**src/i2cms_pkg.sv**
```systemverilog
// Shared types and constants for the I2C master transaction sequencer.
// No dependencies.
`timescale 1ns / 1ps

package i2cms_pkg;

  // Width of the remaining-byte counter
  localparam int COUNT_WIDTH = 8;

  // Input beat kinds
  localparam logic OP_REQUEST = 1'b0;
  localparam logic OP_EVENT   = 1'b1;

  // Sequencer phases
  typedef enum logic [2:0] {
    PH_IDLE  = 3'd0,
    PH_START = 3'd1,
    PH_ADDR  = 3'd2,
    PH_DATA  = 3'd3,
    PH_LAST  = 3'd4
  } phase_t;

  // Bus engine commands
  typedef enum logic [2:0] {
    CMD_NONE  = 3'd0,
    CMD_START = 3'd1,
    CMD_GO    = 3'd2,
    CMD_ACK   = 3'd3,
    CMD_STOP  = 3'd4
  } cmd_t;

  // Transaction outcomes
  typedef enum logic [2:0] {
    RES_OK         = 3'd0,
    RES_START_FAIL = 3'd1,
    RES_ADDR_NACK  = 3'd2,
    RES_DATA_NACK  = 3'd3,
    RES_LAST_FAIL  = 3'd4
  } outcome_t;

  // Expected engine status codes (after masking)
  localparam logic [7:0] ST_START  = 8'h08;
  localparam logic [7:0] ST_R_ADDR = 8'h40;
  localparam logic [7:0] ST_R_DATA = 8'h50;
  localparam logic [7:0] ST_R_LAST = 8'h58;
  localparam logic [7:0] ST_W_ADDR = 8'h18;
  localparam logic [7:0] ST_W_DATA = 8'h28;
  localparam logic [7:0] ST_MASK   = 8'hF8;
  localparam logic       DIR_READ  = 1'b1;

endpackage

```
**src/i2c_master_transaction_sequencer.sv**
```systemverilog
// I2C master transaction sequencer: phase control above a byte-level bus engine.
// Depends on i2cms_pkg.
// An accepted input beat's result beat is registered in the out_* regs on the next cycle.
// Throughput: one beat per cycle; the result register drains while the next beat
// is decided, so input stalls only when a result is held and the output stalls.
// Reset (rst_n low, synchronous): phase idle, byte counter, direction and address
// cleared, output register empty.
`timescale 1ns / 1ps

module i2c_master_transaction_sequencer (
  input  logic       clk,
  input  logic       rst_n,
  // input channel
  input  logic       in_valid,
  output logic       in_stall,
  input  logic       in_op,
  input  logic       in_read_not_write,
  input  logic [6:0] in_target_address,
  input  logic [7:0] in_byte_count,
  input  logic [7:0] in_status_code,
  input  logic [7:0] in_rx_byte,
  input  logic [7:0] in_tx_byte,
  // result channel
  output logic       out_valid,
  input  logic       out_stall,
  output logic [2:0] out_command,
  output logic       out_load_valid,
  output logic [7:0] out_load_byte,
  output logic       out_data_valid,
  output logic [7:0] out_data_byte,
  output logic       out_done_res,
  output logic [2:0] out_outcome
);
  import i2cms_pkg::*;

  // Transaction state
  phase_t                 phase_r, phase_nxt;
  logic                   reading_r, reading_nxt;
  logic [6:0]             dev_addr_r, dev_addr_nxt;
  logic [COUNT_WIDTH-1:0] bytes_left_r, bytes_left_nxt;

  // Result register
  logic       out_valid_r;
  cmd_t       command_r, command_nxt;
  logic       load_valid_r, load_valid_nxt;
  logic [7:0] load_byte_r, load_byte_nxt;
  logic       data_valid_r, data_valid_nxt;
  logic [7:0] data_byte_r, data_byte_nxt;
  logic       done_r, done_nxt;
  outcome_t   outcome_r, outcome_nxt;

  logic                   accept;
  logic [7:0]             st;
  logic                   ok_start, ok_addr, ok_data, ok_last;
  logic [COUNT_WIDTH-1:0] bytes_dec;
  logic                   left_zero, left_one, dec_zero, dec_le_one;

  // Handshake: stall only while a held result cannot drain
  assign in_stall = out_valid_r & out_stall;
  assign accept   = in_valid & ~in_stall;

  // Status checks against the current phase
  assign st       = in_status_code & ST_MASK;
  assign ok_start = (st == ST_START);
  assign ok_addr  = (st == (reading_r ? ST_R_ADDR : ST_W_ADDR));
  assign ok_data  = (st == (reading_r ? ST_R_DATA : ST_W_DATA));
  assign ok_last  = (st == ST_R_LAST);

  // Byte counter tests
  assign bytes_dec  = bytes_left_r - COUNT_WIDTH'(1);
  assign left_zero  = (bytes_left_r == '0);
  assign left_one   = (bytes_left_r == COUNT_WIDTH'(1));
  assign dec_zero   = (bytes_dec == '0);
  assign dec_le_one = (bytes_dec <= COUNT_WIDTH'(1));

  // Next state
  always_comb begin
    phase_nxt      = phase_r;
    reading_nxt    = reading_r;
    dev_addr_nxt   = dev_addr_r;
    bytes_left_nxt = bytes_left_r;
    if (in_op == OP_REQUEST) begin
      if (phase_r == PH_IDLE) begin
        reading_nxt    = in_read_not_write;
        dev_addr_nxt   = in_target_address;
        bytes_left_nxt = COUNT_WIDTH'(in_byte_count);
        phase_nxt      = PH_START;
      end
    end else begin
      case (phase_r)
        PH_START: begin
          phase_nxt = ok_start ? PH_ADDR : PH_IDLE;
        end
        PH_ADDR: begin
          if (!ok_addr || left_zero) begin
            phase_nxt = PH_IDLE;
          end else if (reading_r && left_one) begin
            phase_nxt = PH_LAST;
          end else begin
            phase_nxt = PH_DATA;
          end
        end
        PH_DATA: begin
          if (!ok_data) begin
            phase_nxt = PH_IDLE;
          end else begin
            bytes_left_nxt = bytes_dec;
            if (reading_r) begin
              if (dec_le_one) phase_nxt = PH_LAST;
            end else if (dec_zero) begin
              phase_nxt = PH_IDLE;
            end
          end
        end
        PH_LAST: begin
          if (ok_last) bytes_left_nxt = '0;
          phase_nxt = PH_IDLE;
        end
        default: begin
          phase_nxt = PH_IDLE;
        end
      endcase
    end
  end

  // Result beat
  always_comb begin
    command_nxt    = CMD_NONE;
    load_valid_nxt = 1'b0;
    load_byte_nxt  = '0;
    data_valid_nxt = 1'b0;
    data_byte_nxt  = '0;
    done_nxt       = 1'b0;
    outcome_nxt    = RES_OK;
    if (in_op == OP_REQUEST) begin
      if (phase_r == PH_IDLE) command_nxt = CMD_START;
    end else begin
      case (phase_r)
        PH_START: begin
          if (!ok_start) begin
            // failed start: no stop on the bus
            done_nxt    = 1'b1;
            outcome_nxt = RES_START_FAIL;
          end else begin
            command_nxt    = CMD_GO;
            load_valid_nxt = 1'b1;
            load_byte_nxt  = {dev_addr_r, reading_r ? DIR_READ : 1'b0};
          end
        end
        PH_ADDR: begin
          if (!ok_addr) begin
            command_nxt = CMD_STOP;
            done_nxt    = 1'b1;
            outcome_nxt = RES_ADDR_NACK;
          end else if (left_zero) begin
            command_nxt = CMD_STOP;
            done_nxt    = 1'b1;
          end else if (reading_r) begin
            command_nxt = left_one ? CMD_GO : CMD_ACK;
          end else begin
            command_nxt    = CMD_GO;
            load_valid_nxt = 1'b1;
            load_byte_nxt  = in_tx_byte;
          end
        end
        PH_DATA: begin
          if (!ok_data) begin
            command_nxt = CMD_STOP;
            done_nxt    = 1'b1;
            outcome_nxt = RES_DATA_NACK;
          end else if (reading_r) begin
            data_valid_nxt = 1'b1;
            data_byte_nxt  = in_rx_byte;
            command_nxt    = dec_le_one ? CMD_GO : CMD_ACK;
          end else if (dec_zero) begin
            command_nxt = CMD_STOP;
            done_nxt    = 1'b1;
          end else begin
            command_nxt    = CMD_GO;
            load_valid_nxt = 1'b1;
            load_byte_nxt  = in_tx_byte;
          end
        end
        PH_LAST: begin
          command_nxt = CMD_STOP;
          done_nxt    = 1'b1;
          if (!ok_last) begin
            outcome_nxt = RES_LAST_FAIL;
          end else begin
            data_valid_nxt = 1'b1;
            data_byte_nxt  = in_rx_byte;
          end
        end
        default: begin
          command_nxt = CMD_NONE;
        end
      endcase
    end
  end

  // State registers, updated per accepted beat
  always_ff @(posedge clk) begin
    if (!rst_n) begin
      phase_r      <= PH_IDLE;
      reading_r    <= 1'b0;
      dev_addr_r   <= '0;
      bytes_left_r <= '0;
    end else if (accept) begin
      phase_r      <= phase_nxt;
      reading_r    <= reading_nxt;
      dev_addr_r   <= dev_addr_nxt;
      bytes_left_r <= bytes_left_nxt;
    end
  end

  // Output valid flag
  always_ff @(posedge clk) begin
    if (!rst_n) begin
      out_valid_r <= 1'b0;
    end else if (accept) begin
      out_valid_r <= 1'b1;
    end else if (!out_stall) begin
      out_valid_r <= 1'b0;
    end
  end

  // Output payload
  always_ff @(posedge clk) begin
    if (accept) begin
      command_r    <= command_nxt;
      load_valid_r <= load_valid_nxt;
      load_byte_r  <= load_byte_nxt;
      data_valid_r <= data_valid_nxt;
      data_byte_r  <= data_byte_nxt;
      done_r       <= done_nxt;
      outcome_r    <= outcome_nxt;
    end
  end

  assign out_valid      = out_valid_r;
  assign out_command    = command_r;
  assign out_load_valid = load_valid_r;
  assign out_load_byte  = load_byte_r;
  assign out_data_valid = data_valid_r;
  assign out_data_byte  = data_byte_r;
  assign out_done_res   = done_r;
  assign out_outcome    = outcome_r;

endmodule

```
**config.mk**
```make
export PLATFORM = sky130hd
export DESIGN_NAME = i2c_master_transaction_sequencer
export DESIGN_NICKNAME = d
export VERILOG_FILES = /design/src/i2cms_pkg.sv /design/src/i2c_master_transaction_sequencer.sv
export SDC_FILE = /design/constraint.sdc
export NUM_CORES = 1
export LEC_CHECK = 0
export ABC_AREA = 1
export BUFFER_PORTS_ARGS = -buffer_cell sky130_fd_sc_hd__buf_2
export CORE_MARGIN = 2
export CORE_UTILIZATION = 47
export CTS_CLUSTER_SIZE = 24
export DETAILED_ROUTE_END_ITERATION = 8
export PLACE_DENSITY = 0.83
export SYNTH_ARGS = -nofsm -noshare
export SYNTH_HDL_FRONTEND = slang
export SYNTH_SLANG_ARGS = --single-unit
```
**constraint.sdc**
```tcl
create_clock -name clk -period 2.6 [get_ports clk]
set_clock_uncertainty 0.2 [all_clocks]
set_input_delay 0 -clock clk [delete_from_list [all_inputs] [get_ports clk]]
set_output_delay 0 -clock clk [all_outputs]
set_load 0.05 [all_outputs]
```
== Word level (Yosys, flattened, before mapping) ==
Index checks and enable logic that the tools add are counted.

* Reductions and logical operators: 10
* Add/sub/neg operators: 1
* Shifts and indexed selects: 0
* Bitwise gates (word level): 4
* Div/mod/pow operators: 0
* Muxes and demuxes: 66
* $lt $le $gt $ge: 1
* $mul: 0
* Equal/unequal tests: 15

{| class="wikitable"
|+ Operator list
! kind !! number
|-
| 8-bit two-way mux || 14
|-
| 3-bit two-way mux || 15
|-
| 8-bit case mux with 2 select lines || 2
|-
| 3-bit case mux with 4 select lines || 2
|-
| 8-bit case mux with 3 select lines || 1
|-
| 1-bit two-way mux || 23
|-
| 8-bit by 7-bit equality test with 1-bit output || 2
|-
| 8-bit zero test || 2
|-
| 7-bit two-way mux || 2
|-
| 5-bit inequality test, second input constant || 2
|-
| 3-bit case mux with 3 select lines || 1
|-
| 8-bit by 1-bit equality test with 1-bit output, second input constant || 1
|-
| 8-bit by 1-bit <= comparator with 1-bit output, second input constant || 1
|-
| 8-bit by 1-bit subtractor with 8-bit output, second input constant || 1
|-
| 3-bit by 2-bit equality test with 1-bit output, second input constant || 2
|-
| 2-bit two-way mux || 3
|-
| 3-bit inequality test, second input constant || 2
|-
| 5-bit by 1-bit equality test with 1-bit output, second input constant || 1
|-
| 5-bit by 4-bit equality test with 1-bit output, second input constant || 1
|-
| 5-bit AND reduction || 1
|-
| 1-bit case mux with 4 select lines || 1
|-
| 4-bit AND reduction || 1
|-
| 3-bit by 1-bit equality test with 1-bit output, second input constant || 1
|-
| 3-bit equality test, second input constant || 1
|-
| other kinds (12) || 14
|}

* RAM bits: 0
* ROM bits: 0
* Bits of input ports: 45
* Output and inout bits: 27
* Word-level logic and storage cells: 109
* Memories kept: 0
* Latch bits: 0
* Register bits: 45

== Logic depth before layout (Yosys ltp) ==
* Depth after elaboration: 7
* Depth in mapped cells: 14
* Depth with buffers taken out: 14

== Worst setup path before layout ==
OpenSTA, ideal clock, no wires.

* Path type: reg2reg
* From: register out_valid_r, in the netlist out_valid
* To: register reading_r
* Setup slack: -687 ps
* Stages on the path, launching flop included: 9
* Arrival time: 2965 ps
* Library setup time: 122 ps
* Period minus slack after synthesis: 3287 ps
* Path buffers: 0
* Required time: 2278 ps
* Path through: dfxtp_1 > nand2_1 > inv_1 > nor2_1 > inv_1 > nor2_2 > clkinv_1 > o21ai_0 > a21oi_1

* Longest elaborated chain between the ends: 4

{| class="wikitable"
|+ Ends and longest elaborated chain
! element !! line !! RTL
|-
| start: declaration || i2c_master_transaction_sequencer.sv:43 || <nowiki>logic out_valid_r;</nowiki>
|-
| start signal: assignment || i2c_master_transaction_sequencer.sv:219 || <nowiki>out_valid_r <= 1'b0;</nowiki>
|-
| start signal: assignment || i2c_master_transaction_sequencer.sv:221 || <nowiki>out_valid_r <= 1'b1;</nowiki>
|-
| start signal: assignment || i2c_master_transaction_sequencer.sv:223 || <nowiki>out_valid_r <= 1'b0;</nowiki>
|-
| 1-bit bitwise AND || i2c_master_transaction_sequencer.sv:59 || <nowiki>assign in_stall = out_valid_r & out_stall;</nowiki>
|-
| named net in_stall || i2c_master_transaction_sequencer.sv:15 || <nowiki>output logic in_stall,</nowiki>
|-
| 1-bit inverter || i2c_master_transaction_sequencer.sv:60 || <nowiki>assign accept = in_valid & ~in_stall;</nowiki>
|-
| 1-bit bitwise AND || i2c_master_transaction_sequencer.sv:60 ||
|-
| named net accept || i2c_master_transaction_sequencer.sv:52 || <nowiki>logic accept;</nowiki>
|-
| 3-bit AND reduction (no line) || n/a ||
|-
| end signal: assignment || i2c_master_transaction_sequencer.sv:210 || <nowiki>reading_r <= reading_nxt;</nowiki>
|-
| end: declaration || i2c_master_transaction_sequencer.sv:38 || <nowiki>logic reading_r, reading_nxt;</nowiki>
|}

The timed path passes the listed nets, and every way through them passes these cells.
A chain may end at the register's enable or synchronous reset.

== Final worst setup path ==
* From: register phase_r[1]
* To: register dev_addr_r[5]

* Longest elaborated chain between the ends: 2

{| class="wikitable"
|+ Ends and longest elaborated chain
! element !! line !! RTL
|-
| start: declaration || i2c_master_transaction_sequencer.sv:37 || <nowiki>phase_t phase_r, phase_nxt;</nowiki>
|-
| start signal: assignment || i2c_master_transaction_sequencer.sv:209 || <nowiki>phase_r <= phase_nxt;</nowiki>
|-
| 3-bit zero test || i2c_master_transaction_sequencer.sv:83 || <nowiki>if (phase_r == PH_IDLE) begin</nowiki>
|-
| 3-bit AND reduction (no line) || n/a ||
|-
| end signal: assignment || i2c_master_transaction_sequencer.sv:211 || <nowiki>dev_addr_r <= dev_addr_nxt;</nowiki>
|-
| end: declaration || i2c_master_transaction_sequencer.sv:39 || <nowiki>logic [6:0] dev_addr_r, dev_addr_nxt;</nowiki>
|}

No other way between the ends.

==> results by group <==
Status
  • Outcome: finished, final reports clean

Yosys
  • Mapped Nets: 364
  • Yosys top cell area share: 0.3040
  • Yosys Warn Count: 0
  • Syn_area_per_cell: 7.866 um^2
  • Adder-cell share of the synthesized area: 0.02533
  • Post-synth top flop: edfxtp_1
  • Post-synth EDFFs: 25
  • Syn Inst Count: 314
  • Post-synthesis sequential area ratio: 0.4661
  • Area leader, netlist: edfxtp_1
  • Post-Synth XOR/XNOR Area: 0.01418
  • Synth area leaders: edfxtp_1 (30%), dfxtp_1 (16%), nand2_1 (10%)
  • Fraction of registers with async set/reset: 0
  • Synth Register Bits: 45
  • Main combinational cell family by area after synthesis: simple AND/OR/NAND/NOR gates
  • Simple-gate portion of the synthesized area: 0.2928
  • Netlist cell types: 31
  • Post-Syn Area: 2470 um^2
  • Post-synthesis mux area share: 0
  • Compound-Gate Fraction of Synth Area: 0.1302

Route
  • WL per Instance: 12.72 um
  • Starting DRC count in detailed routing: 169
  • Via-to-Cell Ratio: 4.992
  • DRT Wirelength: 6.387 mm
  • Via count: 2506
  • DRT Pass-1 Iters: 5
  • DRC viols: 0
  • Antenna-violating nets left: 0

Flow run
  • MaxCap Viol Count: 0

Power and ir drop
  • Total power: 1763 uW
  • Max VDD drop: 0.2980 mV
  • P_leak: 0.001552 uW
  • Pwr/cell area: 514.0 nW/um^2

Cells and area
  • Antenna Cells: 0
  • Fin util: 0.6758
  • Layout area overhead: 38.86%
  • Layout cell share with drive strength beyond 1: 0.2384
  • Fin cells: 502
  • Layout net count: 481

Clock tree
  • CTS tree: done
  • CTS Buf Count: 5
  • Clk sink count: 45
  • Clock buffer depth: 2
  • H-Tree Depth: 2
  • Worst-Skew Late Latency: 0.30 ns
  • CTS clk-pin slew, worst paths: 0.09 ns
  • Clock root buffer: clkbuf_8

Global routing
  • GRT met1 Usage: 0.2638
  • GRT Max-Usage Layer: met2
  • Met2 usage: 0.3920
  • Grt total ovfl: 0
  • Largest net degree at the start of global routing: 26
  • Vias in the first global route: 2392
  • Met3 usage: 0.04147
  • First-pass GRT wire length: 10.52 mm
  • Initial antenna violation count: 0
  • GR Util All Layers: 0.2240

Setup path
  • CP max stage delay: 0.57 ns
  • Worst r2r dst: dev_addr_r[5]$_SDFFE_PN0P_
  • CP dominant cell by count: nor2_1
  • Critical path startpoint: phase_r[1]$_SDFFE_PN0P_
  • Critical Path End: dev_addr_r[5]$_SDFFE_PN0P_
  • CP Max Fanout: 8
  • Top delay family on crit path: buffers and inverters
  • Crit Path Class: register to register
  • Critical Path RT: 2.59 ns
  • Reg2reg start: phase_r[1]$_SDFFE_PN0P_
  • Cells along the critical path: nor2_2 -> nand2_1 -> nor2_1 -> inv_1 -> nor2_4 -> clkinvlp_4 -> nor2_1 -> nor2_1 -> dlygate4sd3_1
  • WP buf/inv: 3
  • Critical Path Stages: 9
  • CP startpoint kind: register
  • Worst Reg-to-Reg Cells: 9
  • Arr. time, crit path: 2.40 ns
  • Crit path capture type: register
  • R2r setup slk: 0.19 ns
  • Slowest cell on crit path: dlygate4sd3_1

Hold path
  • Min-delay worst type: primary input to register

STA
  • Unrepaired setup endpoints after global routing: no
  • Worst-Margin Slew: 0.5353 ns
  • Post-route clock period utilization: 0.9269
  • Fmax: 0.4149 GHz
  • Endpoints failing setup: 0
  • Setup tns final: 0 ns
  • Final hold viol count: 0
  • Rel. slew slack: 0.6427
  • Min cycle time layout: 2.410 ns
  • Final slew viol count: 0

Placed design
  • Post-DP HPWL: 4.071 mm
  • Final GP Congestion: 0.8935
  • Placed cell count: 450
  • IO Port Bufs: 68

Floorplan
  • Core box area: 5075 um^2
  • Initial core utilization: 0.4867
  • Site row count: 26
  • Die W: 76.49 um
  • I/O pins: 72
  • Die Area: 5851 um^2
  • Die Y: 76.49 um
-- logic make-up (layout without fill, tap and decap cells) --
kind of cell | count (synthesis) | count (layout)
and+or+nand+nor | 161 | 161
AOI/OAI and AO/OA | 57 | 57
buffers and inverters | 42 | 160
DFF | 45 | 45
xor gates and xnor gates | 4 | 4
adders and majority gates | 5 | 5
-- worst min-delay path by stage --
stage / cells past startpoint / startpoint / slack (ns) / end
after floorplan: 2 / in_target_address[0] / -0.07 / dev_addr_r[0]$_SDFFE_PN0P_
after global placement: 3 / in_target_address[3] / 0.02 / dev_addr_r[3]$_SDFFE_PN0P_
after detailed placement: 3 / in_target_address[6] / 0.03 / dev_addr_r[6]$_SDFFE_PN0P_
after CTS: 4 / in_status_code[4] / 0.07 / out_command[1]$_SDFFCE_PN0P_
after global routing: 4 / in_status_code[4] / 0.13 / out_command[1]$_SDFFCE_PN0P_
final: 5 / in_status_code[7] / 0.08 / out_outcome[2]$_SDFFCE_PN0P_
-- layout make-up --
cell class / instances / area [um^2]
fill: 431 / 1645
sequential: 45 / 1151
multi-input combinational: 227 / 1157
inverter: 37 / 142.6
timing repair buffer: 115 / 800.8
clock buffer: 5 / 68.82
clock inverter: 3 / 21.27
tap: 70 / 87.58
-- synth_stat cells, drive strengths merged (3+ instances only) --
cell type  count
inv           34
dfxtp         20
buf            3
ha             5
clkinv         3
edfxtp        25
nor3           7
nor2          59
nand3         17
nand2         75
o21ai         26
a21oi         26
-- layout by cell type (no fill, tap or decap), types with 2 or more instances in the layout --
cell           count
nand2_1           68
buf_2             68
nor2_1            51
dlygate4sd3_1     43
inv_1             34
a21oi_1           25
edfxtp_1          25
o21ai_0           24
dfxtp_1           20
nand3_1           16
nor3_1             5
nand2_2            5
ha_1               5
clkbuf_8           5
nor2_4             4
nor2_2             4
buf_4              4
xnor2_1            2
xor2_1             2
nor3_2             2
clkinv_1           2
clkinvlp_4         2
nand2_4            2
a211oi_1           2
a31oi_1            2
-- worst reg2reg max path, stage by stage, from the launching register on --
cell and delay [ns]:
dfxtp_1 0.35, nor2_2 0.17, nand2_1 0.13, nor2_1 0.11, inv_1 0.09, nor2_4 0.21, clkinvlp_4 0.23, nor2_1 0.16
nor2_1 0.08, dlygate4sd3_1 0.57
-- stage by stage --
step	instance area (um^2)	setup slack, ns	hold slack (ns)
floorplan	2477	0.1067	-0.06510
global placement	2890	0.3241	0.02274
detailed placement	2890	0.2922	0.02861
CTS	3411	0.03896	0.07127
global route	3430	0.02086	0.1261
finish	3430	0.1901	0.07651
-- power by group --
group / switching (uW) / total, uW / internal (uW)
Combinational: 306 / 481 / 175
Sequential: 31.2 / 830 / 799
Clock: 261 / 452 / 191
-- routing by layer --
layer / vias to the layer above / routed length [um]
met5: - / 0
met4: 0 / 162
met3: 18 / 314
met2: 92 / 3195
met1: 1133 / 2714
li1: 1263 / -
-- flip-flops by register name, indices dropped and copies added (netlist names) --
name,flops
out_load_byte,8
out_outcome,3
out_data_byte,8
reading_r,1
out_done_res,1
phase_r,3
out_valid,1
bytes_left_r,8
out_load_valid,1
out_command,3
dev_addr_r,7
out_data_valid,1
-- repair_timing --
| action | CTS | global route |
|---|---|---|
| hold buffers | 43 | 0 |
| endpoints found under the hold margin | 37 | 0 |
| setup endpoints to repair | 0 | 7 |
| buffers inserted | 0 | 1 |
| resized for setup | 0 | 3 |
No activity file was read; power rests on OpenSTA's default activity.
